File: src/hw/rtl/sda_pkg.sv
// ----------------------------------------------------------------------------
// sda_pkg: shared types and constants for the signed distance and angle block
// Widths of the square root and CORDIC rows, stage positions and the
// arctangent table in degrees with 20 fraction bits.
// ----------------------------------------------------------------------------
`timescale 1ns / 1ps

package sda_pkg;

	localparam int COORD_BITS    = 16;
	localparam int CORDIC_STAGES = 16;

	localparam int DIST_W    = 22;
	localparam int ANGLE_W   = 16;
	localparam int DIST_MAX  = 2097151;
	localparam int ANGLE_MAX = 23040;

	// CORDIC row
	localparam int ATAN_LEN   = 24;
	localparam int ROT_STAGES = (CORDIC_STAGES > ATAN_LEN) ? ATAN_LEN : CORDIC_STAGES;
	localparam int PRE_SHIFT  = 40 - COORD_BITS;
	localparam int CW         = 44;
	localparam int ZW         = 29;
	localparam int SH_W       = 5;
	localparam int Z_DROP     = 12;
	localparam int Z_HALF     = 2048;

	// square root row: radicand is (dx^2 + dy^2) * 256, padded to an even width
	localparam int SQ_W   = 2 * COORD_BITS;
	localparam int N_W    = 2 * COORD_BITS + 10;
	localparam int ROOT_W = N_W / 2;
	localparam int REM_W  = ROOT_W + 3;

	// stage positions, stage 1 being the first register after accept
	localparam int SQ_END   = 3 + ROOT_W;
	localparam int ROT_POST = 2 + ROT_STAGES;
	localparam int LAST     = (SQ_END > ROT_POST) ? SQ_END : ROT_POST;
	localparam int LATENCY  = LAST + 1;

	typedef struct packed {
		logic dneg;  // first x beyond second x
		logic aneg;  // second y below first y
		logic zx;    // dx is zero
		logic zy;    // dy is zero
	} sda_flags_t;

	function automatic logic [ZW-1:0] atan_deg(input int idx);
		logic [ZW-1:0] v;
		case (idx)
			0:       v = ZW'(47185920);
			1:       v = ZW'(27855475);
			2:       v = ZW'(14718068);
			3:       v = ZW'(7471121);
			4:       v = ZW'(3750058);
			5:       v = ZW'(1876857);
			6:       v = ZW'(938658);
			7:       v = ZW'(469357);
			8:       v = ZW'(234682);
			9:       v = ZW'(117342);
			10:      v = ZW'(58671);
			11:      v = ZW'(29335);
			12:      v = ZW'(14668);
			13:      v = ZW'(7334);
			14:      v = ZW'(3667);
			15:      v = ZW'(1833);
			16:      v = ZW'(917);
			17:      v = ZW'(458);
			18:      v = ZW'(229);
			19:      v = ZW'(115);
			20:      v = ZW'(57);
			21:      v = ZW'(29);
			22:      v = ZW'(14);
			23:      v = ZW'(7);
			default: v = '0;
		endcase
		return v;
	endfunction

endpackage

File: src/hw/rtl/sda_sqrt_cell.sv
// ----------------------------------------------------------------------------
// sda_sqrt_cell: one digit of a restoring square root
// Brings in the next two radicand bits and decides one root bit.
// ----------------------------------------------------------------------------
`timescale 1ns / 1ps

module sda_sqrt_cell (
	input  logic                        clk,
	input  logic [sda_pkg::ROOT_W-1:0]  root_in,
	input  logic [sda_pkg::REM_W-1:0]   rem_in,
	input  logic [sda_pkg::N_W-1:0]     n_in,
	output logic [sda_pkg::ROOT_W-1:0]  root_q,
	output logic [sda_pkg::REM_W-1:0]   rem_q,
	output logic [sda_pkg::N_W-1:0]     n_q
);
	import sda_pkg::*;

	logic [REM_W-1:0] rem_sh, trial;
	logic             ge;

	assign rem_sh = {rem_in[REM_W-3:0], n_in[N_W-1:N_W-2]};
	assign trial  = REM_W'({root_in, 2'b01});
	assign ge     = (rem_sh >= trial);

	always_ff @(posedge clk) begin
		rem_q  <= ge ? (rem_sh - trial) : rem_sh;
		root_q <= {root_in[ROOT_W-2:0], ge};
		n_q    <= {n_in[N_W-3:0], 2'b00};
	end

endmodule

File: config.mk
export PLATFORM = sky130hd
export DESIGN_NAME = sda_sqrt_cell
export DESIGN_NICKNAME = d
export VERILOG_FILES = /design/src/hw/rtl/sda_pkg.sv /design/src/hw/rtl/sda_sqrt_cell.sv
export SDC_FILE = /design/constraint.sdc
export NUM_CORES = 1
export LEC_CHECK = 0
export BUFFER_PORTS_ARGS = -buffer_cell sky130_fd_sc_hd__clkbuf_2
export CAP_MARGIN = 20
export CORE_AREA = 2 2 85 108
export DETAILED_ROUTE_END_ITERATION = 8
export DIE_AREA = 0 0 87 110
export GPL_ROUTABILITY_DRIVEN = 0
export MAX_ROUTING_LAYER = met4
export PLACE_DENSITY = 0.75
export SYNTH_ARGS = -nofsm -noshare
export SYNTH_HDL_FRONTEND = slang
export SYNTH_SLANG_ARGS = --single-unit
File: constraint.sdc
create_clock -name clk -period 2.2 [get_ports clk]
set_input_delay 0.11 -clock clk [delete_from_list [all_inputs] [get_ports clk]]
set_output_delay 0.11 -clock clk [all_outputs]
set_load 0.05 [all_outputs]
==> flow_summary.yaml <==
outcome:
  status: "completed"
placement:
  io_buffers: 170
  dp.cells: 638
  place_area_mm2: 0.00459
  dp_hpwl_um: 7160
route:
  wl_per_cell_um: 14.5
  drt_first_pass_iters: 4
  drtIter0Drc: 176
  drt-vias-per-instance: 4.83
  ant_nets: 0
  wl_um: 10500
  drcViolationCount: 0
  via_count: 3494
critical_path:
  crit_path_end_kind: "flip-flop"
  worst_path_max_delay_cell: "dlygate4sd3_1"
  critPathKind: "input pin to flip-flop"
  crit_path_max_fanout: 3
  cp_data_required_time_ns: 2.45
  slowest_delay_ns: 0.55
  crit_arrival_ns: 2.33
  start_kind: "input pin"
  worstPathCellList: "dlygate4sd3_1, inv_1, ha_2, a21oi_2, o21a_1, nor3_1, or3_4, a221oi_4, xnor2_1, mux2_4"
worst_hold_path:
  hp-class: "input pin to flip-flop"
die:
  io_pins: 175
  fp.dieH_um: 110
  die_w_um: 87
  rows: 38
  core_area_mm2: 0.00851
  initial_core_util: 0.402
  die-area_mm2: 0.00957
clock_network:
  cts_made_buffers: 9
  tritoncts: "done"
  clk_pin_slew_ns: 0.08
  cts_sinks: 85
  cts_root_buf: "clkbuf_8"
  cts_buffer_depth: 2
  cts-htree-levels: 3
sta:
  setup-violations-final: 0
  post-route-period-util: 0.946
  fmax_ghz: 0.480
  rsz0062_at_grt: "no"
  hold_violations: 0
  final_max_slew_viol_count: 0
  post-route-min-period_ns: 2.08
  hold_ws_ns: 0.0108
cells_and_area:
  multi_input_area_mm2: 0.00156
  antenna_cells: 0
  final_nets: 729
  final_common_cell: "clkbuf_2"
  fin_area_mm2: 0.00550
  drive_above_1_share: 0.400
  area_growth_syn_to_layout_pct: 60.6
  fill_cells: 640
  fin_cells: 723
  most-common-layout-cells: "clkbuf_2, dfxtp_1, dlygate4sd3_1"
  seqCellArea_mm2: 0.00170
power:
  clock_power_share: 0.244
  swShare: 0.380
  powerDensity_mw_per_mm2: 789
  pwr-share-seq: 0.399
  switchingPower_w: 0.00165
  p_comb_frac: 0.356
  peakVddDrop_mv: 0.331
  p_int_w: 0.00269
  p_leak_nw: 2.74
synthesis:
  ys_ff_latch: 85
  synth_cell_types: 49
  netlist_area_mm2: 0.00342
  synth-seq-area-share: 0.497
  synth-adder-area-share: 0.0840
  synth_top_family_by_area: "compound AO/OA/AOI/OAI gates"
  synth_xor_area_frac: 0.0486
  syn_inst: 342
  avgSynthCellArea_um2: 10.0
  synthArstFlopShare: 0
  synthSimpleGateAreaFrac: 0.107
  yosysWarnings: 0
  muxShareOfSynthArea: 0.0241
  synth-edff-count: 0
  synth_compound_area_frac: 0.182
  synth_ff_type: "dfxtp_1"
grt:
  grt_pass1_wl_um: 15900
  met3_usage: 0.0551
  grt_max_degree: 17
  globalRouteTotalUtil: 0.221
  top_usage_layer: "met2"
  met2_usage: 0.411
  met1_usage: 0.215
  antenna_found_initial: 0
  overflow: 0
  grt_pass1_vias: 3467
job:
  maxCapViolCount: 0
-- registers in the layout, summed over array words and instances (netlist names) --
name    cells
n_q        40
root_q     21
rem_q      24
-- metrics by stage --
step | power [W] | setup slack, ns | utilization | setup TNS (ns)
4_1_cts | 0.00433 | 0.0368 | 0.643 | 0
2_1_floorplan | 0.00279 | 0.143 | - | 0
3_5_place_dp | 0.00319 | -0.0212 | 0.539 | -0.0551
3_3_place_gp | 0.00317 | 0.00209 | 0.539 | 0
6_report | 0.00434 | 0.118 | 0.646 | 0
5_1_grt | 0.00454 | 0.0363 | 0.646 | 0
-- power by group through the flow --
| stage | clock network, W | registers (W) | logic, W |
|---|---|---|---|
| after floorplan | 0 | 0.00231 | 0.000479 |
| after global placement | 0 | 0.00176 | 0.00141 |
| after detailed placement | 0 | 0.00177 | 0.00142 |
| after CTS | 0.00108 | 0.00173 | 0.00152 |
| after global routing | 0.00115 | 0.00175 | 0.00164 |
| final | 0.00106 | 0.00173 | 0.00155 |
-- cell type report --
class | count | share of cell area
Clock inverter | 6 | 0.00978
Sequential cell | 85 | 0.309
Clock buffer | 10 | 0.0250
Multi-Input combinational cell | 218 | 0.284
Inverter | 30 | 0.0205
Timing Repair Buffer | 274 | 0.329
Tap cell | 100 | 0.0228
-- cells in the mapped netlist (4+ instances only) --
library cell / number / area (um^2)
dfxtp_1: 85 / 1700
inv_1: 30 / 113
a21oi_1: 27 / 135
nand2_1: 26 / 97.6
nor2_1: 25 / 93.8
ha_1: 23 / 288
o21ai_0: 16 / 80.1
a21oi_2: 12 / 105
xnor2_1: 12 / 105
xor2_1: 7 / 61.3
nor3_1: 6 / 30.0
nand3_1: 5 / 25.0
o21a_1: 5 / 37.5
a21o_1: 4 / 30.0
buf_2: 4 / 20.0
buf_6: 4 / 45.0
mux2_4: 4 / 60.1
nand4_1: 4 / 25.0
o21bai_1: 4 / 30.0
-- timing repair --
action                     4_1_cts  5_1_grt
setup endpoints to repair        0        6
hold endpoints to repair        69        0
hold buffers                    69        0
buffers inserted                 0        1
resized for setup                0        4
-- kinds of logic (layout without fill, tap and decap cells) --
group | after synthesis | after routing
XOR/XNOR | 19 | 19
adder cells (fa/ha/maj) | 23 | 23
multiplexers | 6 | 6
AO/OA/AOI/OAI | 88 | 88
AND/OR/NAND/NOR | 80 | 80
flip-flops | 85 | 85
buffers and inverters | 40 | 320
other | 1 | 2
-- worst paths after layout --
kind / depth (start not counted) / start / endpoint
setup / recovery: 10 / root_in[4] / rem_q[18]$_DFF_P_
hold / removal: 3 / rem_in[13] / rem_q[15]$_DFF_P_
-- critical path: cells and delay by family --
kind            cells  cell delay [ns]
mux                 1             0.25
fa+ha+maj           1             0.19
xor+xnor            1             0.11
simple gates        2             0.47
compound gates      3             0.60
buf+inv             2             0.60
-- per-layer routing --
layer,share of wire,up-vias,wire [um]
li1,-,1720,-
met1,0.37,1592,3870
met2,0.53,153,5510
met3,0.073,29,768
met4,0.030,0,315
met5,0,-,0
Power figures use the tool's default switching activity.
