`src/hw/rtl/sda_pkg.sv`:
```
// ----------------------------------------------------------------------------
// sda_pkg: shared types and constants for the signed distance and angle block
// Widths of the square root and CORDIC rows, stage positions and the
// arctangent table in degrees with 20 fraction bits.
// ----------------------------------------------------------------------------
`timescale 1ns / 1ps

package sda_pkg;

	localparam int COORD_BITS    = 16;
	localparam int CORDIC_STAGES = 16;

	localparam int DIST_W    = 22;
	localparam int ANGLE_W   = 16;
	localparam int DIST_MAX  = 2097151;
	localparam int ANGLE_MAX = 23040;

	// CORDIC row
	localparam int ATAN_LEN   = 24;
	localparam int ROT_STAGES = (CORDIC_STAGES > ATAN_LEN) ? ATAN_LEN : CORDIC_STAGES;
	localparam int PRE_SHIFT  = 40 - COORD_BITS;
	localparam int CW         = 44;
	localparam int ZW         = 29;
	localparam int SH_W       = 5;
	localparam int Z_DROP     = 12;
	localparam int Z_HALF     = 2048;

	// square root row: radicand is (dx^2 + dy^2) * 256, padded to an even width
	localparam int SQ_W   = 2 * COORD_BITS;
	localparam int N_W    = 2 * COORD_BITS + 10;
	localparam int ROOT_W = N_W / 2;
	localparam int REM_W  = ROOT_W + 3;

	// stage positions, stage 1 being the first register after accept
	localparam int SQ_END   = 3 + ROOT_W;
	localparam int ROT_POST = 2 + ROT_STAGES;
	localparam int LAST     = (SQ_END > ROT_POST) ? SQ_END : ROT_POST;
	localparam int LATENCY  = LAST + 1;

	typedef struct packed {
		logic dneg;  // first x beyond second x
		logic aneg;  // second y below first y
		logic zx;    // dx is zero
		logic zy;    // dy is zero
	} sda_flags_t;

	function automatic logic [ZW-1:0] atan_deg(input int idx);
		logic [ZW-1:0] v;
		case (idx)
			0:       v = ZW'(47185920);
			1:       v = ZW'(27855475);
			2:       v = ZW'(14718068);
			3:       v = ZW'(7471121);
			4:       v = ZW'(3750058);
			5:       v = ZW'(1876857);
			6:       v = ZW'(938658);
			7:       v = ZW'(469357);
			8:       v = ZW'(234682);
			9:       v = ZW'(117342);
			10:      v = ZW'(58671);
			11:      v = ZW'(29335);
			12:      v = ZW'(14668);
			13:      v = ZW'(7334);
			14:      v = ZW'(3667);
			15:      v = ZW'(1833);
			16:      v = ZW'(917);
			17:      v = ZW'(458);
			18:      v = ZW'(229);
			19:      v = ZW'(115);
			20:      v = ZW'(57);
			21:      v = ZW'(29);
			22:      v = ZW'(14);
			23:      v = ZW'(7);
			default: v = '0;
		endcase
		return v;
	endfunction

endpackage

```
`src/hw/rtl/sda_rot_cell.sv`:
```
// ----------------------------------------------------------------------------
// sda_rot_cell: one CORDIC vectoring micro-rotation
// Rotates toward the x axis by atan(2^-shamt) and accumulates the angle.
// ----------------------------------------------------------------------------
`timescale 1ns / 1ps

module sda_rot_cell (
	input  logic                           clk,
	input  logic        [sda_pkg::SH_W-1:0] shamt,
	input  logic        [sda_pkg::ZW-1:0]   atan_val,
	input  logic signed [sda_pkg::CW-1:0]   x_in,
	input  logic signed [sda_pkg::CW-1:0]   y_in,
	input  logic signed [sda_pkg::ZW-1:0]   z_in,
	output logic signed [sda_pkg::CW-1:0]   x_q,
	output logic signed [sda_pkg::CW-1:0]   y_q,
	output logic signed [sda_pkg::ZW-1:0]   z_q
);
	import sda_pkg::*;

	logic signed [CW-1:0] xs, ys;
	logic signed [ZW-1:0] za;

	assign xs = x_in >>> shamt;
	assign ys = y_in >>> shamt;
	assign za = signed'(atan_val);

	always_ff @(posedge clk) begin
		// y at or above zero: rotate clockwise
		if (!y_in[CW-1]) begin
			x_q <= x_in + ys;
			y_q <= y_in - xs;
			z_q <= z_in + za;
		end else begin
			x_q <= x_in - ys;
			y_q <= y_in + xs;
			z_q <= z_in - za;
		end
	end

endmodule

```
`config.mk`:
```
export PLATFORM = sky130hd
export DESIGN_NAME = sda_rot_cell
export DESIGN_NICKNAME = d
export VERILOG_FILES = /design/src/hw/rtl/sda_pkg.sv /design/src/hw/rtl/sda_rot_cell.sv
export SDC_FILE = /design/constraint.sdc
export NUM_CORES = 1
export LEC_CHECK = 0
export ABC_AREA = 1
export ABC_CLOCK_PERIOD_IN_PS = 5500
export BUFFER_PORTS_ARGS = -buffer_cell sky130_fd_sc_hd__buf_2
export CORE_MARGIN = 4
export CORE_UTILIZATION = 27
export CTS_BUF_LIST = sky130_fd_sc_hd__clkbuf_4 sky130_fd_sc_hd__clkbuf_8
export DETAILED_ROUTE_END_ITERATION = 16
export GPL_TIMING_DRIVEN = 1
export MAX_ROUTING_LAYER = met4
export PLACE_DENSITY = 0.53
export SETUP_SLACK_MARGIN = 0.2
export SKIP_LAST_GASP = 1
export SYNTH_ARGS = -nofsm -noshare
export SYNTH_HDL_FRONTEND = slang
export SYNTH_SLANG_ARGS = --single-unit
```
`constraint.sdc`:
```
create_clock -name clk -period 5.5 [get_ports clk]
set_input_delay 0.55 -clock clk [delete_from_list [all_inputs] [get_ports clk]]
set_output_delay 0.55 -clock clk [all_outputs]
set_load 0.005 [all_outputs]
```
==> flow_summary.ini, run 1 <==
[timing]
worstMarginPinSlew_ns = 0.632
drv_slew = 0
tns_ns = 0
min_period_over_period = 0.871
whs_ns = 0.253
rsz0062_at_grt = false
fmax_ghz = 0.209
fin_crit_ns = 4.79
slew_headroom = 0.574
hold_violations = 0
setup_ws_ns = 0.708
setup_viol = 0

[synthesis]
synthDistinctLibCells = 51
async_reset_ff_frac = 0
yosysSeqAreaShare = 0.134
ys_ff_latch = 117
muxShareOfSynthArea = 0
syn_nets = 3366
synth_area_um2 = 17500
yosysMostFrequentCell = nand2_1
synth_simple_gate_area_frac = 0.471
synth_top_family_by_area = simple AND/OR/NAND/NOR gates
avgSynthCellArea_um2 = 5.69
yosys_most_used_dff = dfxtp_1
synth_compound_area_frac = 0.126
syn_inst = 3084
synth-edff-count = 0
ys_warn_count = 0
ys_top_cells_by_area = nand2_1 (20%), nand3_1 (16%), dfxtp_1 (13%)
synth_commonest_cells = nand2_1 (927), nand3_1 (558), nor2_1 (271)
synth_adder_area_share = 0.0940
synth_top_area_cell = nand2_1
synth_xor_area_frac = 0.0899
netlist.area_leader.share = 0.198

[global_routing]
grt_pass1_vias = 19900
antenna_found_initial = 1
grt.total_usage = 0.210
grt_max_degree = 85
gr-total-overflow = 0
grt_pass1_wl_mm = 112

[worst_setup_path]
crit_top_cell = nand2_1
crit_arrival_ns = 5.20
crit_start = shamt[1]
critPathRequiredTime_ns = 5.91
cp_max_fo = 39
crit_slowest_cell = a21boi_0
path_buf_inv = 4
critPathKind = in2reg
start_kind = input port
crit_family = compound AO/OA/AOI/OAI gates
cp_slowest_stage_delay_ns = 0.41
end_kind = register

[clock_network]
clock_path_buffers = 2
cts_setup_buffers = 0
cts_tree = yes
path_clk_slew_ns = 0.08
cts_buffers = 17
post_cts_resized = 0
root_buffer = clkbuf_8
postCtsHoldBufs = 0
htreeDepth = 4
cts_num_sinks = 117

[floorplan]
die_h_um = 263
io_pins = 269
die_x_um = 263
initial_utilization = 0.273
core_area_um2 = 64300
die-area_um2 = 69100
rows = 93

[hold_path]
hp-start = y_in[0]
hold_class = in2reg

[placed_design]
port_buffers = 268
place_congestion = 0.968
dp_hpwl_mm = 61.8
place_ws_ns = 0.253
place_area_um2 = 19900

[pwr]
leakage_nw = 10.3
vdd_ir_drop_max_uv = 231
seqPwrFrac = 0.254
power_density_nw_per_um2 = 254
switching_share = 0.471
clkPwrFrac = 0.162
pwr-share-comb = 0.583
finalPower_mw = 5.15
p_int_mw = 2.72
p_sw_mw = 2.42

[finish]
drive_above_1_share = 0.134
syn_to_final_growth_pct = 15.6
final_area_um2 = 20300
n_fill_cell = 7493
final_nets = 3584

[job]
drv_cap = 0

[run_status]
status = finished clean

[routing]
drtPass1Iterations = 6
ant_nets = 0
drt-vias-per-instance = 5.06
wl_per_cell_um = 17.6
dr.first_iter.drc_count = 2205
vias = 21100
drt-total-wl_mm = 73.6
drc_errors = 0
## cells in the final DEF (no fill, tap or decap), types with 14 or more instances in the layout
cell        n
dfxtp_1   117
nor2_1    271
xnor2_1    69
inv_1     238
xor2_1    111
nand3_1   558
buf_4      28
nand2_1   927
inv_2      18
o21ai_0    92
ha_1      127
nor3_1     21
nand2_2    48
o211ai_1   16
a31oi_1    30
a21oi_1   153
o21ai_1    27
nor2_2     14
buf_2     268
clkbuf_8   17
nand4_1    29
## cell type report
class | instances | area (µm²) | share of cell area
Antenna cell | 1 | 2.50 | 0.000123
Tap cell | 855 | 1070 | 0.0528
Multi-Input combinational cell | 2600 | 13700 | 0.676
Inverter | 258 | 970 | 0.0478
Timing Repair Buffer | 308 | 1790 | 0.0884
Clock inverter | 15 | 154 | 0.00759
Clock buffer | 17 | 234 | 0.0115
Sequential cell | 117 | 2340 | 0.116
## sequential cells by signal, indices dropped and copies added, names as in the netlist
signal,count
x_q,44
y_q,44
z_q,29
## path summary, 6_finish.rpt
check,to,slack [ns],depth (start not counted)
setup / recovery,y_q[36],0.71,25
hold / removal,y_q[0],0.25,2
## stage by stage
stage	utilization	cells
global route	0.315	4171
floorplan	-	3084
CTS	0.315	4170
detailed placement	0.309	4138
finish	0.315	4171
global placement	0.309	4138
## kinds of logic (layout without fill, tap and decap cells)
kind of cell / Yosys count / in the layout
AO/OA/AOI/OAI: 386 / 386
other: 0 / 1
AND/OR/NAND/NOR: 1904 / 1904
flip-flops: 117 / 117
XOR/XNOR: 180 / 180
buffers and inverters: 367 / 598
adder cells (fa/ha/maj): 130 / 130
## layer usage
| layer | track usage | wire (µm) |
|---|---|---|
| met2 | 0.336 | 33800 |
| met3 | 0.0248 | 4160 |
| met5 | - | 0 |
| met4 | 0.0600 | 1680 |
| met1 | 0.280 | 34000 |
## power groups by stage
stage	Combinational, mW	Clock [mW]	Sequential (mW)
floorplan	1.82	0	1.37
finish	3.00	0.835	1.31
detailed placement	2.98	0	1.33
global route	3.34	0.904	1.35
CTS	3.00	0.886	1.32
global placement	3.01	0	1.33
No activity file was read; power rests on OpenSTA's default activity.
==> inputs of run 2 (changes only) <==
--- a/config.mk
+++ b/config.mk
@@ -15,6 +15,7 @@
 export GPL_TIMING_DRIVEN = 1
 export MAX_ROUTING_LAYER = met4
 export PLACE_DENSITY = 0.53
+export REMOVE_ABC_BUFFERS = 1
 export SETUP_SLACK_MARGIN = 0.2
 export SKIP_LAST_GASP = 1
 export SYNTH_ARGS = -nofsm -noshare
==> flow_summary.ini, run 2 (synthesis gave the netlist of run 1 again) <==
[run_status]
status = finished clean

[global_routing]
antenna_found_initial = 6
grt_pass1_vias = 20000
grt_max_degree = 85
grt_pass1_wl_mm = 115
grt.total_usage = 0.215
gr-total-overflow = 0

[finish]
mostFrequentLayoutCells = nand2_1 (927), nand3_1 (558), nor2_1 (271), buf_2 (268), inv_1 (238)
fin_util = 0.317
syn_to_final_growth_pct = 16.3
final_nets = 3589
final_area_um2 = 20400
top_regs = x_q: 44 flops, y_q: 44 flops, z_q: 29 flops
layout_commonest_cell = nand2_1
stdcell_count = 4179
drive_above_1_share = 0.135

[floorplan]
die_x_um = 263
die-area_um2 = 69100
rows = 93
core_area_um2 = 64300
initial_utilization = 0.273
io_pins = 269
die_h_um = 263

[routing]
ant_nets = 0
met3WireLength_mm = 5.34
vias = 21200
dr.first_iter.drc_count = 1962
wl_per_cell_um = 17.9
wl_met2_mm = 33.1
drtPass1Iterations = 6
drt-total-wl_mm = 74.9
highest_layer = met4
drt-vias-per-instance = 5.08
drc_errors = 0
wl_met1_mm = 34.4

[timing]
min_period_over_period = 0.860
whs_ns = 0.249
setup_viol = 0
slew_headroom = 0.572
drv_slew = 0
rsz0062_at_grt = false
setup_ws_ns = 0.768
worstMarginPinSlew_ns = 0.635
hold_violations = 0
tns_ns = 0
fmax_ghz = 0.211
fin_crit_ns = 4.73

[job]
drv_cap = 0

[worst_setup_path]
critPathRequiredTime_ns = 5.93
end_kind = register
crit_arrival_ns = 5.16
critPathKind = in2reg
start_kind = input port
cp_max_fo = 38

[clock_network]
path_clk_slew_ns = 0.09
post_cts_resized = 0
cts_num_sinks = 117
cts_tree = yes
cts_setup_buffers = 0
htreeDepth = 4
postCtsHoldBufs = 0
root_buffer = clkbuf_8
clock_path_buffers = 2
cts_buffers = 17

[placed_design]
place_ws_ns = 0.345
dp_hpwl_mm = 63.3
place_congestion = 0.993
post-place-cells = 4143
port_buffers = 268
place_area_um2 = 19900

[pwr]
leakage_nw = 10.3
finalPower_mw = 5.31
power_density_nw_per_um2 = 261
vdd_ir_drop_max_uv = 190

[hold_path]
hp-start = y_in[0]
hold_path_end = y_q[0]
holdPathStages = 2
hold_class = in2reg
[run 2: layer usage]
metal  global-route usage  vias to the layer above
met5                    -                        -
met4               0.0642                        0
li1                     -                    10700
met1                0.288                     9625
met3               0.0395                       95
met2                0.330                      832
[run 2: worst max-delay path by stage]
stage	startpoint	endpoint	cells after the start
6_report	shamt[0]	x_q[40]	25
5_1_grt	shamt[0]	y_q[40]	29
4_1_cts	shamt[0]	x_q[40]	25
3_5_place_dp	shamt[0]	x_q[40]	25
3_3_place_gp	shamt[0]	x_q[40]	25
2_1_floorplan	shamt[4]	y_q[40]	22
[run 2: layout make-up]
cell class              instances  area (µm²)
fillers                      7341       44000
multi-input cells            2600       13700
flip-flops and latches        117        2340
repair buffers                313        1840
well taps                     855        1070
inverters                     258         971
clock buffers                  17         234
clock inverters                15         216
diodes                          4        10.0
[run 2: report_power, final]
group,internal [mW],switching [mW],leakage (nW)
registers,1.21,0.0908,0.987
clock network,0.505,0.467,0.225
logic,1.12,1.92,9.13
total,2.83,2.48,10.3
[run 2: critical path: stages]
cell      delay [ns]
buf_2           0.23
inv_2           0.11
buf_12          0.19
nand2_2         0.09
nand3_1         0.10
nand3_1         0.23
nand3_1         0.19
nand2_1         0.21
nor2_1          0.09
a21oi_4         0.20
nand4_1         0.12
nor2_1          0.23
nand2_1         0.15
o21ai_1         0.17
xnor2_1         0.14
ha_1            0.31
a21oi_1         0.23
o21ai_0         0.16
a21oi_1         0.15
nand2_1         0.06
a21oi_1         0.28
o21bai_1        0.18
a21boi_0        0.42
o21ai_0         0.17
xor2_1          0.16
