--- src/hw/rtl/sda_pkg.sv ---
// ----------------------------------------------------------------------------
// sda_pkg: shared types and constants for the signed distance and angle block
// Widths of the square root and CORDIC rows, stage positions and the
// arctangent table in degrees with 20 fraction bits.
// ----------------------------------------------------------------------------
`timescale 1ns / 1ps

package sda_pkg;

	localparam int COORD_BITS    = 16;
	localparam int CORDIC_STAGES = 16;

	localparam int DIST_W    = 22;
	localparam int ANGLE_W   = 16;
	localparam int DIST_MAX  = 2097151;
	localparam int ANGLE_MAX = 23040;

	// CORDIC row
	localparam int ATAN_LEN   = 24;
	localparam int ROT_STAGES = (CORDIC_STAGES > ATAN_LEN) ? ATAN_LEN : CORDIC_STAGES;
	localparam int PRE_SHIFT  = 40 - COORD_BITS;
	localparam int CW         = 44;
	localparam int ZW         = 29;
	localparam int SH_W       = 5;
	localparam int Z_DROP     = 12;
	localparam int Z_HALF     = 2048;

	// square root row: radicand is (dx^2 + dy^2) * 256, padded to an even width
	localparam int SQ_W   = 2 * COORD_BITS;
	localparam int N_W    = 2 * COORD_BITS + 10;
	localparam int ROOT_W = N_W / 2;
	localparam int REM_W  = ROOT_W + 3;

	// stage positions, stage 1 being the first register after accept
	localparam int SQ_END   = 3 + ROOT_W;
	localparam int ROT_POST = 2 + ROT_STAGES;
	localparam int LAST     = (SQ_END > ROT_POST) ? SQ_END : ROT_POST;
	localparam int LATENCY  = LAST + 1;

	typedef struct packed {
		logic dneg;  // first x beyond second x
		logic aneg;  // second y below first y
		logic zx;    // dx is zero
		logic zy;    // dy is zero
	} sda_flags_t;

	function automatic logic [ZW-1:0] atan_deg(input int idx);
		logic [ZW-1:0] v;
		case (idx)
			0:       v = ZW'(47185920);
			1:       v = ZW'(27855475);
			2:       v = ZW'(14718068);
			3:       v = ZW'(7471121);
			4:       v = ZW'(3750058);
			5:       v = ZW'(1876857);
			6:       v = ZW'(938658);
			7:       v = ZW'(469357);
			8:       v = ZW'(234682);
			9:       v = ZW'(117342);
			10:      v = ZW'(58671);
			11:      v = ZW'(29335);
			12:      v = ZW'(14668);
			13:      v = ZW'(7334);
			14:      v = ZW'(3667);
			15:      v = ZW'(1833);
			16:      v = ZW'(917);
			17:      v = ZW'(458);
			18:      v = ZW'(229);
			19:      v = ZW'(115);
			20:      v = ZW'(57);
			21:      v = ZW'(29);
			22:      v = ZW'(14);
			23:      v = ZW'(7);
			default: v = '0;
		endcase
		return v;
	endfunction

endpackage

--- src/hw/rtl/sda_front.sv ---
// ----------------------------------------------------------------------------
// sda_front: difference, magnitude and squaring front end
// Stage 1 forms |dx|, |dy| and the sign flags, stage 2 squares both,
// stage 3 forms the radicand (dx^2 + dy^2) * 256.
// ----------------------------------------------------------------------------
`timescale 1ns / 1ps

module sda_front (
	input  logic                                clk,
	input  logic signed [sda_pkg::COORD_BITS-1:0] first_x,
	input  logic signed [sda_pkg::COORD_BITS-1:0] first_y,
	input  logic signed [sda_pkg::COORD_BITS-1:0] second_x,
	input  logic signed [sda_pkg::COORD_BITS-1:0] second_y,
	output logic        [sda_pkg::COORD_BITS-1:0] adx_s1,
	output logic        [sda_pkg::COORD_BITS-1:0] ady_s1,
	output sda_pkg::sda_flags_t                   flags_s1,
	output logic        [sda_pkg::N_W-1:0]        n_s3
);
	import sda_pkg::*;

	logic signed [COORD_BITS:0] dx, dy, ndx, ndy;
	logic [COORD_BITS-1:0] adx, ady;
	logic [SQ_W-1:0] sqx_s2, sqy_s2;
	logic [SQ_W:0] sum;

	assign dx  = {second_x[COORD_BITS-1], second_x} - {first_x[COORD_BITS-1], first_x};
	assign dy  = {second_y[COORD_BITS-1], second_y} - {first_y[COORD_BITS-1], first_y};
	assign ndx = -dx;
	assign ndy = -dy;
	assign adx = dx[COORD_BITS] ? ndx[COORD_BITS-1:0] : dx[COORD_BITS-1:0];
	assign ady = dy[COORD_BITS] ? ndy[COORD_BITS-1:0] : dy[COORD_BITS-1:0];
	assign sum = {1'b0, sqx_s2} + {1'b0, sqy_s2};

	always_ff @(posedge clk) begin
		adx_s1        <= adx;
		ady_s1        <= ady;
		flags_s1.dneg <= dx[COORD_BITS];
		flags_s1.aneg <= dy[COORD_BITS];
		flags_s1.zx   <= (dx == '0);
		flags_s1.zy   <= (dy == '0);
		sqx_s2        <= SQ_W'(adx_s1) * SQ_W'(adx_s1);
		sqy_s2        <= SQ_W'(ady_s1) * SQ_W'(ady_s1);
		n_s3          <= {1'b0, sum, 8'b0};
	end

endmodule

--- config.mk ---
export PLATFORM = sky130hd
export DESIGN_NAME = sda_front
export DESIGN_NICKNAME = d
export VERILOG_FILES = /design/src/hw/rtl/sda_pkg.sv /design/src/hw/rtl/sda_front.sv
export SDC_FILE = /design/constraint.sdc
export NUM_CORES = 1
export LEC_CHECK = 0
export BUFFER_PORTS_ARGS = -buffer_cell sky130_fd_sc_hd__buf_2
export CAP_MARGIN = 30
export CORE_AREA = 5 5 241 302
export DETAILED_ROUTE_END_ITERATION = 8
export DIE_AREA = 0 0 246 307
export GPL_TIMING_DRIVEN = 0
export PLACE_DENSITY_LB_ADDON = 0.08
export SLEW_MARGIN = 10
export SYNTH_ARGS = -nofsm -noshare
export SYNTH_HDL_FRONTEND = slang
export SYNTH_SLANG_ARGS = --single-unit
--- constraint.sdc ---
create_clock -name clk -period 8.1 [get_ports clk]
set_input_delay 0.405 -clock clk [delete_from_list [all_inputs] [get_ports clk]]
set_output_delay 0.405 -clock clk [all_outputs]
set_load 0.005 [all_outputs]
==> tab_implementation.tex, run 1 <==
\begin{tabular}{lr}
\hline
Metric & Value \\
\hline
\multicolumn{2}{l}{\textbf{Timing}} \\
Final worst path period need & approximately 7.5 ns \\
Total negative slack for setup checks & 0 ns \\
Setup Viol. Count Final & 0 \\
Total count of max-transition violations in the final report & 0 \\
Clock skew & $\sim$0.018 ns \\
Hold Worst Slack & between 0.2 and 0.3 ns \\
Highest Clock Rate & roughly 130 MHz \\
RSZ-0062 raised after global routing & false \\
Max transition margin & 0.484 \\
Number of hold violations in the final report & 0 \\
Slew @ Worst Pin & about 0.77 ns \\
Fraction of the cycle the final worst path needs & 0.922 \\
\multicolumn{2}{l}{\textbf{Critical path}} \\
Crit. End Element & flop \\
Largest incremental delay on the critical path & 0.58 ns \\
Reg2reg start & adx\_s1[1] \\
CP cell instances & clkbuf\_1 -> clkbuf\_1 -> nand2\_1 -> fa\_1 -> fa\_1 -> inv\_1 -> ha\_1 -> inv\_1 -> fa\_1 -> inv\_1 -> fa\_1 -> inv\_1 -> fa\_1 -> inv\_1 -> ha\_1 -> or3\_1 -> a211oi\_1 -> o21ai\_1 -> a221oi\_2 -> o21bai\_1 -> a21oi\_1 -> nor4b\_1 -> a311o\_1 \\
Kind of start point of the critical path & flop \\
Class of the most critical setup path & flop to flop \\
Critical-path cell with the highest stage delay & sky130\_fd\_sc\_hd\_\_clkbuf\_1 \\
Reg-to-reg setup timing slack & roughly 0.63 ns \\
Crit path max fanout & 10 \\
Termination of the worst setup path & sqx\_s2[25] \\
Number of cells on the worst reg-to-reg path & 23 \\
Worst EP arrival & a little under 8 ns \\
Critical path origin & adx\_s1[1] \\
Reg-to-reg endpoint & sqx\_s2[25] \\
Required time reported for the critical path endpoint & around 8.5 ns \\
\multicolumn{2}{l}{\textbf{CTS}} \\
TritonCTS clock tree & done \\
Clock Root Buffer & sky130\_fd\_sc\_hd\_\_clkbuf\_16 \\
Clk\_lat worst skew & roughly 0.49 ns \\
Inserted Clock Buffers & 17 \\
Clock Pin Slew Worst Setup and Hold Paths & about 0.06 ns \\
CTS hold repair buffers & 0 \\
Buffer levels on the longest clock path & 2 \\
Sinks on Clock Net & $\sim$130 \\
Post-CTS Setup Inserts & 0 \\
Post-CTS sizing & 0 \\
H-tree lvl count & 4 \\
\multicolumn{2}{l}{\textbf{Yosys}} \\
Proportion of synthesized flip-flops having asynchronous set or reset & 0 \\
Netlist area before placement & 0.0206 mm2 \\
Dominant cell type by area after synthesis & sky130\_fd\_sc\_hd\_\_fa\_1 \\
Yosys warns & 0 \\
Number of instances in the synthesized netlist & around 2300 \\
Flops \& latches, synth & roughly 130 \\
Proportion of synthesized chip area in sequential cells & 0.127 \\
Top post-synthesis cells by count & sky130\_fd\_sc\_hd\_\_inv\_1 (575), sky130\_fd\_sc\_hd\_\_fa\_1 (326), sky130\_fd\_sc\_hd\_\_ha\_1 (265) \\
Dominant synthesized flop cell & sky130\_fd\_sc\_hd\_\_dfxtp\_1 \\
Count of different cell masters after synthesis & between 80 and 90 \\
Count leader, synth & sky130\_fd\_sc\_hd\_\_inv\_1 \\
Synthesized area per cell & about 9.0 um2 \\
Number of enable-type register cells in the synthesized netlist & 0 \\
Largest cells by area after synthesis & sky130\_fd\_sc\_hd\_\_fa\_1 (32\%), sky130\_fd\_sc\_hd\_\_ha\_1 (16\%), sky130\_fd\_sc\_hd\_\_dfxtp\_1 (13\%) \\
Synth top area share & 0.317 \\
\multicolumn{2}{l}{\textbf{Place}} \\
Placed insts & roughly 3400 \\
Port bufs & between 100 and 150 \\
Total half-perimeter wirelength after legalization and detailed placement & between 40 and 50 mm \\
Placer congestion estimate & $\sim$0.84 \\
\multicolumn{2}{l}{\textbf{Route}} \\
Remaining routing DRC violations & 0 \\
Average routed wire per standard cell & 15.4 um \\
Detail Route Antenna Nets & 0 \\
Number of violations reported at the end of detailed-routing iteration 0 & roughly 370 \\
First-pass detailed-route iteration total & 4 \\
Via total after detailed routing & roughly 15000 \\
Post-detailed-routing wire length & 52.5 mm \\
Per-cell via count in the routed design & 4.33 \\
\multicolumn{2}{l}{\textbf{GRT}} \\
Vias in the first global route & 16575 \\
Initial antenna violation count & 0 \\
Largest net degree at the start of global routing & 17 \\
Global-route usage over all layers & 0.146 \\
Sum of overflow across all layers after global routing & 0 \\
Wire length of the first global-routing pass & about 87 mm \\
\multicolumn{2}{l}{\textbf{Final layout}} \\
Sequential cell area & between 0.002 and 0.003 mm2 \\
N\_diodes & 0 \\
Cell Count, Final, Fillers Out & between 3000 and 4000 \\
Combined area of the multi-input logic cells & 0.0156 mm2 \\
\# fillers & $\sim$7400 \\
Share of layout cells above drive strength 1 & 0.0882 \\
Final layout net count & between 3000 and 4000 \\
Area growth from synthesis to final layout & 11.9\% \\
\multicolumn{2}{l}{\textbf{Die}} \\
Vert. Die Dim & $\sim$310 um \\
Boundary Pins & 143 \\
Starting utilization of the core area & 0.295 \\
Number of placement rows & between 100 and 150 \\
Die ar. & 0.0755 mm2 \\
Core box area & 0.0698 mm2 \\
Die Width & about 250 um \\
\multicolumn{2}{l}{\textbf{Min path}} \\
Class of the worst hold path & primary input to flop \\
\multicolumn{2}{l}{\textbf{Flow run}} \\
Max Cap Viol & 0 \\
\multicolumn{2}{l}{\textbf{Status}} \\
Status & complete, no violations \\
\hline
\end{tabular}
-- flip-flops by register name, indices dropped and copies added, names as in the netlist --
name,count
flags_s1,4
sqx_s2,31
n_s3,33
adx_s1,16
sqy_s2,31
ady_s1,16
-- worst max-delay path, delay by kind of cell (launching register included) --
family / cells / cell delay (ns)
fa+ha+maj: 7 / 2.93
buf+inv: 7 / 1.37
compound gates: 6 / 1.98
simple gates: 3 / 0.70
flops: 1 / 0.36
-- layer usage --
| metal | vias to the layer above | share of wire | GRT usage |
|---|---|---|---|
| met5 | - | 0 | 0 |
| met1 | 7091 | 0.40 | 0.166 |
| li1 | 7385 | - | - |
| met4 | 0 | 0.031 | 0.0497 |
| met3 | 76 | 0.030 | 0.0263 |
| met2 | 184 | 0.53 | 0.273 |
-- worst min-delay path by stage --
stage	depth (start not counted)	startpoint	endpoint
final	3	first_y[0]	ady_s1[0]
after global routing	3	first_y[0]	ady_s1[0]
after CTS	3	first_y[0]	ady_s1[0]
after detailed placement	0	ady_s1[0]	sqy_s2[0]
after global placement	0	ady_s1[0]	sqy_s2[0]
after floorplan	0	ady_s1[0]	sqy_s2[0]
-- area by class of cell --
cell class | count | area share
Tap cell | 943 | 0.0511
Multi-Input combinational cell | 1535 | 0.677
Buffer | 52 | 0.0100
Sequential cell | 131 | 0.114
Clock inverter | 15 | 0.00689
Clock buffer | 17 | 0.0184
Inverter | 577 | 0.0938
Timing Repair Buffer | 133 | 0.0288
-- stage by stage --
step                utilization  cell area, um2  setup WS [ns]
finish                    0.331           23100          0.633
global route              0.331           23100          0.150
CTS                       0.331           23100          0.487
detailed placement        0.322           22500          0.518
global placement          0.322           22500          0.527
floorplan                     -           20600           1.88
-- cells in the final DEF (no fill, tap or decap), types with 12 or more instances in the layout --
cell type | netlist | routed
sky130_fd_sc_hd__a21oi_1 | 75 | 75
sky130_fd_sc_hd__xnor2_1 | 94 | 94
sky130_fd_sc_hd__nand2_1 | 190 | 190
sky130_fd_sc_hd__ha_1 | 265 | 265
sky130_fd_sc_hd__inv_1 | 575 | 575
sky130_fd_sc_hd__nor2b_1 | 23 | 23
sky130_fd_sc_hd__nand2b_1 | 13 | 13
sky130_fd_sc_hd__xor2_1 | 48 | 48
sky130_fd_sc_hd__clkbuf_16 | 0 | 17
sky130_fd_sc_hd__a21o_1 | 48 | 48
sky130_fd_sc_hd__o21bai_1 | 17 | 17
sky130_fd_sc_hd__a31oi_1 | 12 | 12
sky130_fd_sc_hd__fa_1 | 326 | 326
sky130_fd_sc_hd__o21a_1 | 16 | 16
sky130_fd_sc_hd__dfxtp_1 | 131 | 131
sky130_fd_sc_hd__buf_2 | 2 | 135
sky130_fd_sc_hd__clkbuf_1 | 40 | 40
sky130_fd_sc_hd__nor2_1 | 99 | 99
sky130_fd_sc_hd__nand3_1 | 22 | 22
sky130_fd_sc_hd__o21ai_0 | 32 | 32
sky130_fd_sc_hd__and2_1 | 86 | 86
sky130_fd_sc_hd__nor3_1 | 19 | 19
-- logic make-up (layout without fill, tap and decap cells) --
logic type,Yosys count,count (layout),share of synthesized area
buf+inv,629,794,0.116
fa+ha+maj,591,591,0.477
simple gates,501,501,0.118
compound gates,287,287,0.0980
xor+xnor,143,143,0.0611
flops,131,131,0.127
mux,4,4,0.00212
other cells,1,9,0.000182
Power of run 1 is left out: the tool's default activity adds up to more than one toggle a clock period on the data nets, which glitch-free logic cannot reach.
==> inputs of run 2 (changes only) <==
==> constraint.sdc (replaced) <==
create_clock -name clk -period 6.65 [get_ports clk]
set_input_delay 0.3325 -clock clk [delete_from_list [all_inputs] [get_ports clk]]
set_output_delay 0.3325 -clock clk [all_outputs]
set_load 0.005 [all_outputs]
==> run 2 against run 1 <==
Effect of this change: first-iteration DRC count fell by 1.9%; critical path type unchanged; highest routed layer unchanged; via count barely moved; setup slack got worse by 0.37 ns.
==> tab_implementation.tex, run 2 (synthesis results as in run 1) <==
\begin{tabular}{lr}
\hline
Metric & Value \\
\hline
\multicolumn{2}{l}{\textbf{Final layout}} \\
Share of the core filled with cells & 0.335 \\
Share of layout cells above drive strength 1 & 0.121 \\
Final layout net count & slightly above 3000 \\
Sequential cell area & between 0.002 and 0.003 mm2 \\
Most frequent cells in the layout & sky130\_fd\_sc\_hd\_\_inv\_1 (574), sky130\_fd\_sc\_hd\_\_fa\_1 (325), sky130\_fd\_sc\_hd\_\_ha\_1 (263) \\
Number of flip-flops in the largest register & 33 \\
Area growth from synthesis to final layout & 13.6\% \\
Register with the most flip-flops & n\_s3 \\
Most common library cell in the layout ignoring fill and taps & sky130\_fd\_sc\_hd\_\_inv\_1 \\
Combined area of the multi-input logic cells & $\sim$0.016 mm2 \\
\# fillers & 7395 \\
Leading registers by flop count & n\_s3 (33), sqx\_s2 (31), sqy\_s2 (31) \\
\multicolumn{2}{l}{\textbf{Status}} \\
Status & complete, no violations \\
\multicolumn{2}{l}{\textbf{Critical path}} \\
Crit path max fanout & 10 \\
Required time reported for the critical path endpoint & around 7.0 ns \\
Class of the most critical setup path & flop to flop \\
Kind of cell adding the most delay to the critical path & adder cells \\
Reg-to-reg setup timing slack & approximately 0.27 ns \\
Largest incremental delay on the critical path & 0.53 ns \\
Critical-path cell with the highest stage delay & sky130\_fd\_sc\_hd\_\_fa\_1 \\
Crit. End Element & flop \\
CP cell instances & clkbuf\_4 -> and2\_1 -> fa\_1 -> inv\_1 -> fa\_1 -> inv\_1 -> fa\_1 -> inv\_1 -> fa\_1 -> inv\_1 -> fa\_1 -> inv\_1 -> fa\_1 -> inv\_1 -> ha\_2 -> a22oi\_1 -> nand2\_1 -> o21a\_1 -> a31o\_2 -> a21oi\_4 -> o221ai\_4 -> a2111oi\_4 -> nor2\_2 -> o311ai\_2 \\
Kind of start point of the critical path & flop \\
Worst EP arrival & 6.76 ns \\
Number of buffer and inverter stages on the critical path & 7 \\
\multicolumn{2}{l}{\textbf{Route}} \\
First-pass detailed-route iteration total & 5 \\
Post-detailed-routing wire length & about 53 mm \\
Average routed wire per standard cell & between 15 and 20 um \\
Via total after detailed routing & 14738 \\
Remaining routing DRC violations & 0 \\
Number of violations reported at the end of detailed-routing iteration 0 & 365 \\
Detail Route Antenna Nets & 0 \\
Per-cell via count in the routed design & roughly 4.3 \\
\multicolumn{2}{l}{\textbf{Die}} \\
Number of placement rows & approximately 110 \\
Core box area & 0.0698 mm2 \\
Die ar. & about 0.076 mm2 \\
Starting utilization of the core area & 0.295 \\
Boundary Pins & approximately 140 \\
Vert. Die Dim & roughly 310 um \\
Die Width & about 250 um \\
\multicolumn{2}{l}{\textbf{Timing}} \\
Number of hold violations in the final report & 0 \\
Setup Viol. Count Final & 0 \\
RSZ-0062 raised after global routing & false \\
Total count of max-transition violations in the final report & 0 \\
Final worst path period need & $\sim$6.4 ns \\
Highest Clock Rate & between 150 and 200 MHz \\
Fraction of the cycle the final worst path needs & 0.960 \\
Max transition margin & 0.543 \\
Slew @ Worst Pin & 0.685 ns \\
Clock skew & 0.0200 ns \\
\multicolumn{2}{l}{\textbf{CTS}} \\
Sinks on Clock Net & approximately 130 \\
Clock Pin Slew Worst Setup and Hold Paths & about 0.070 ns \\
Clock Root Buffer & sky130\_fd\_sc\_hd\_\_clkbuf\_16 \\
Buffer levels on the longest clock path & 2 \\
Clk\_lat worst skew & around 0.49 ns \\
CTS hold repair buffers & 0 \\
TritonCTS clock tree & done \\
Inserted Clock Buffers & 17 \\
H-tree lvl count & 4 \\
\multicolumn{2}{l}{\textbf{GRT}} \\
Met3 global-route usage & 0.0257 \\
Global-route usage over all layers & 0.146 \\
Largest net degree at the start of global routing & 17 \\
Met2 routing resource usage after global routing & 0.274 \\
Vias in the first global route & around 17000 \\
Initial antenna violation count & 0 \\
Wire length of the first global-routing pass & a little under 90 mm \\
Sum of overflow across all layers after global routing & 0 \\
GR Layer Usage met1 & 0.166 \\
Grt peak-use layer & met2 \\
\multicolumn{2}{l}{\textbf{Place}} \\
Total half-perimeter wirelength after legalization and detailed placement & $\sim$46 mm \\
Placer congestion estimate & approximately 0.84 \\
Port bufs & between 100 and 150 \\
\multicolumn{2}{l}{\textbf{Min path}} \\
Class of the worst hold path & primary input to flop \\
\multicolumn{2}{l}{\textbf{Flow run}} \\
Max Cap Viol & 0 \\
\hline
\end{tabular}
run 2: repair_timing:
item	in CTS	in global routing
setup buffers	3	1
pin swaps	1	6
gates resized for setup	71	84
endpoints found under the setup margin	25	15
cloned	0	0
run 2: worst reg2reg max path, cell delays in order, from the launching register on:
cell and delay (ns):
sky130_fd_sc_hd__dfxtp_2 0.37, sky130_fd_sc_hd__clkbuf_4 0.23, sky130_fd_sc_hd__and2_1 0.20, sky130_fd_sc_hd__fa_1 0.48, sky130_fd_sc_hd__inv_1 0.05, sky130_fd_sc_hd__fa_1 0.53
sky130_fd_sc_hd__inv_1 0.05, sky130_fd_sc_hd__fa_1 0.50, sky130_fd_sc_hd__inv_1 0.06, sky130_fd_sc_hd__fa_1 0.53, sky130_fd_sc_hd__inv_1 0.05, sky130_fd_sc_hd__fa_1 0.48
sky130_fd_sc_hd__inv_1 0.05, sky130_fd_sc_hd__fa_1 0.52, sky130_fd_sc_hd__inv_1 0.06, sky130_fd_sc_hd__ha_2 0.30, sky130_fd_sc_hd__a22oi_1 0.19, sky130_fd_sc_hd__nand2_1 0.08
sky130_fd_sc_hd__o21a_1 0.10, sky130_fd_sc_hd__a31o_2 0.26, sky130_fd_sc_hd__a21oi_4 0.21, sky130_fd_sc_hd__o221ai_4 0.19, sky130_fd_sc_hd__a2111oi_4 0.43, sky130_fd_sc_hd__nor2_2 0.10
sky130_fd_sc_hd__o311ai_2 0.27
run 2: final cells by class:
| type | instances | area share |
|---|---|---|
| clock buffers | 17 | 0.0182 |
| inverters | 577 | 0.0926 |
| diodes | 1 | 0.000107 |
| plain buffers | 51 | 0.0161 |
| well taps | 943 | 0.0504 |
| multi-input cells | 1535 | 0.672 |
| clock inverters | 15 | 0.00678 |
| flip-flops and latches | 131 | 0.114 |
| repair buffers | 137 | 0.0297 |
run 2: final timing paths:
| kind | from | end | depth (start not counted) |
|---|---|---|---|
| setup / recovery | adx_s1[10] | sqx_s2[30] | 24 |
| hold / removal | first_y[0] | ady_s1[0] | 3 |
| setup reg to reg | adx_s1[10] | sqx_s2[30] | 24 |
| hold reg to reg | ady_s1[0] | sqy_s2[0] | 0 |
run 2: stage by stage:
stage	setup TNS, ns	instances	hold slack (ns)	worst slack, ns	cell area, um2
after floorplan	0	2295	0.374	0.429	20600
final	0	3407	0.191	0.267	23400
after detailed placement	-10.97	3371	0.404	-0.932	22500
after CTS	0	3406	0.145	0.00220	23300
after global routing	0	3406	0.188	0.00287	23400
after global placement	-10.87	3371	0.409	-0.923	22500
run 2: per-layer routing:
metal	part of all wire	vias to the layer above
met4	0.027	0
met2	0.54	170
met1	0.41	7105
li1	-	7393
met5	0	-
met3	0.028	70
Power of run 2 is left out for the same reason.
==> inputs of run 3 (changes only) <==
--- a/config.mk
+++ b/config.mk
@@ -7,9 +7,12 @@
 export LEC_CHECK = 0
 export BUFFER_PORTS_ARGS = -buffer_cell sky130_fd_sc_hd__buf_2
 export CAP_MARGIN = 30
+export CELL_PAD_IN_SITES_DETAIL_PLACEMENT = 2
+export CELL_PAD_IN_SITES_GLOBAL_PLACEMENT = 2
 export CORE_AREA = 5 5 241 302
 export DETAILED_ROUTE_END_ITERATION = 8
 export DIE_AREA = 0 0 246 307
+export GPL_ROUTABILITY_DRIVEN = 1
 export GPL_TIMING_DRIVEN = 0
 export PLACE_DENSITY_LB_ADDON = 0.08
 export SLEW_MARGIN = 10
==> run 3 against run 2 <==
Effect of this change: die area is the same; count of clock-buffer cells in the layout up 1; critical path depth down 2; final area grew 0.11%; global-route usage grew 2.2 points; maximum frequency is 0.21% lower; core utilization barely moved; non-clock buffer count is 3 lower; register-to-register slack barely moved; clock skew fell by 0.0041 ns; critical path type unchanged; critical endpoint is now sqx_s2[31].
==> tab_implementation.tex, run 3 (synthesis results as in run 1) <==
\begin{tabular}{lr}
\hline
Metric & Value \\
\hline
\multicolumn{2}{l}{\textbf{GRT}} \\
Largest net degree at the start of global routing & 17 \\
Initial antenna violation count & 1 \\
Sum of overflow across all layers after global routing & 0 \\
Wire length of the first global-routing pass & slightly below 100 mm \\
Global-route usage over all layers & 0.168 \\
Vias in the first global route & around 18000 \\
\multicolumn{2}{l}{\textbf{Final layout}} \\
Most common library cell in the layout ignoring fill and taps & sky130\_fd\_sc\_hd\_\_inv\_1 \\
Combined area of the multi-input logic cells & about 0.016 mm2 \\
Register with the most flip-flops & n\_s3 \\
Cell Count, Final, Fillers Out & between 3000 and 4000 \\
Final layout net count & between 3000 and 4000 \\
Share of the core filled with cells & 0.336 \\
Sequential cell area & about 0.0027 mm2 \\
Leading registers by flop count & n\_s3 (33), sqx\_s2 (31), sqy\_s2 (31) \\
Most frequent cells in the layout & sky130\_fd\_sc\_hd\_\_inv\_1 (574), sky130\_fd\_sc\_hd\_\_fa\_1 (325), sky130\_fd\_sc\_hd\_\_ha\_1 (264) \\
Number of flip-flops in the largest register & 33 \\
\# fillers & 7919 \\
Share of layout cells above drive strength 1 & 0.120 \\
Area growth from synthesis to final layout & 13.7\% \\
\multicolumn{2}{l}{\textbf{Timing}} \\
Max transition margin & 0.456 \\
Slew @ Worst Pin & about 0.81 ns \\
Total negative slack for setup checks & 0 ns \\
Total count of max-transition violations in the final report & 0 \\
Worst setup slack after layout & 0.254 ns \\
Final worst path period need & approximately 6.4 ns \\
Fraction of the cycle the final worst path needs & 0.962 \\
Setup Viol. Count Final & 0 \\
Clock skew & 0.0158 ns \\
Number of hold violations in the final report & 0 \\
Highest Clock Rate & roughly 160 MHz \\
\multicolumn{2}{l}{\textbf{Critical path}} \\
Class of the most critical setup path & flop to flop \\
Required time reported for the critical path endpoint & 7.03 ns \\
Crit. End Element & flop \\
Kind of start point of the critical path & flop \\
Crit path max fanout & 10 \\
Worst EP arrival & roughly 6.8 ns \\
\multicolumn{2}{l}{\textbf{Place}} \\
Placed insts & 3371 \\
Placer congestion estimate & slightly above 0.8 \\
Worst slack at placement & -1.00 ns \\
Port bufs & 133 \\
Total half-perimeter wirelength after legalization and detailed placement & $\sim$54 mm \\
\multicolumn{2}{l}{\textbf{Die}} \\
Die ar. & between 0.07 and 0.08 mm2 \\
Number of placement rows & 109 \\
Die Width & 246 um \\
Core box area & between 0.06 and 0.07 mm2 \\
Boundary Pins & roughly 140 \\
Vert. Die Dim & 307 um \\
Starting utilization of the core area & 0.295 \\
\multicolumn{2}{l}{\textbf{CTS}} \\
CTS hold repair buffers & 0 \\
H-tree lvl count & 4 \\
Clock Pin Slew Worst Setup and Hold Paths & approximately 0.07 ns \\
Clk\_lat worst skew & roughly 0.49 ns \\
Inserted Clock Buffers & 17 \\
Buffer levels on the longest clock path & 2 \\
TritonCTS clock tree & done \\
Clock Root Buffer & sky130\_fd\_sc\_hd\_\_clkbuf\_16 \\
Sinks on Clock Net & 131 \\
\multicolumn{2}{l}{\textbf{Route}} \\
Detail Route Antenna Nets & 0 \\
Remaining routing DRC violations & 0 \\
Number of violations reported at the end of detailed-routing iteration 0 & a little over 300 \\
First-pass detailed-route iteration total & 4 \\
Average routed wire per standard cell & between 15 and 20 um \\
Per-cell via count in the routed design & approximately 4.5 \\
Post-detailed-routing wire length & 60.9 mm \\
Via total after detailed routing & about 15000 \\
\multicolumn{2}{l}{\textbf{Min path}} \\
Class of the worst hold path & primary input to flop \\
\multicolumn{2}{l}{\textbf{Flow run}} \\
Max Cap Viol & 0 \\
\multicolumn{2}{l}{\textbf{Status}} \\
Status & complete, no violations \\
\hline
\end{tabular}
run 3: layout make-up:
type / count / share of cell area
Multi-Input combinational cell: 1535 / 0.672
Sequential cell: 131 / 0.114
Inverter: 577 / 0.0924
Tap cell: 943 / 0.0503
Timing Repair Buffer: 135 / 0.0290
Clock buffer: 18 / 0.0183
Buffer: 50 / 0.0165
Clock inverter: 14 / 0.00704
Antenna cell: 1 / 0.000107
run 3: through the flow:
stage	area, um2	hold slack (ns)
floorplan	20600	0.374
global placement	22500	0.371
detailed placement	22500	0.381
CTS	23300	0.153
global route	23400	0.168
finish	23400	0.177
run 3: worst paths after layout:
kind	start	end	slack [ns]	cells after the start
worst max-delay path	adx_s1[10]	sqx_s2[31]	0.25	22
worst min-delay path	first_x[0]	adx_s1[0]	0.18	3
worst max register to register	adx_s1[10]	sqx_s2[31]	0.25	22
worst min register to register	ady_s1[0]	sqy_s2[0]	0.39	0
run 3: timing repair:
action / CTS / global route
pin swaps: 1 / 7
buffers inserted: 2 / 0
setup endpoints to repair: 31 / 15
resized for setup: 90 / 69
run 3: routing by layer:
layer / global-route usage / vias up / routed length, um
li1: - / 7369 / -
met1: 0.184 / 7840 / 23700
met2: 0.336 / 163 / 34600
met3: 0.0242 / 43 / 1430
met4: 0.0414 / 0 / 1180
met5: 0 / - / 0
run 3: critical path, stage by stage, from the launching register on:
cell and delay (ns):
sky130_fd_sc_hd__dfxtp_2 0.44, sky130_fd_sc_hd__buf_4 0.25, sky130_fd_sc_hd__nand2_1 0.10, sky130_fd_sc_hd__fa_1 0.63
sky130_fd_sc_hd__inv_1 0.09, sky130_fd_sc_hd__fa_1 0.56, sky130_fd_sc_hd__fa_1 0.45, sky130_fd_sc_hd__fa_1 0.49
sky130_fd_sc_hd__fa_1 0.50, sky130_fd_sc_hd__inv_1 0.05, sky130_fd_sc_hd__fa_1 0.48, sky130_fd_sc_hd__inv_1 0.04
sky130_fd_sc_hd__ha_1 0.36, sky130_fd_sc_hd__a21o_1 0.21, sky130_fd_sc_hd__a21o_1 0.17, sky130_fd_sc_hd__a21o_1 0.20
sky130_fd_sc_hd__a21o_1 0.21, sky130_fd_sc_hd__a221oi_4 0.30, sky130_fd_sc_hd__buf_4 0.19, sky130_fd_sc_hd__o211ai_1 0.14
sky130_fd_sc_hd__a31oi_1 0.20, sky130_fd_sc_hd__o21bai_1 0.09, sky130_fd_sc_hd__xnor2_1 0.13
Power of run 3 is left out for the same reason.
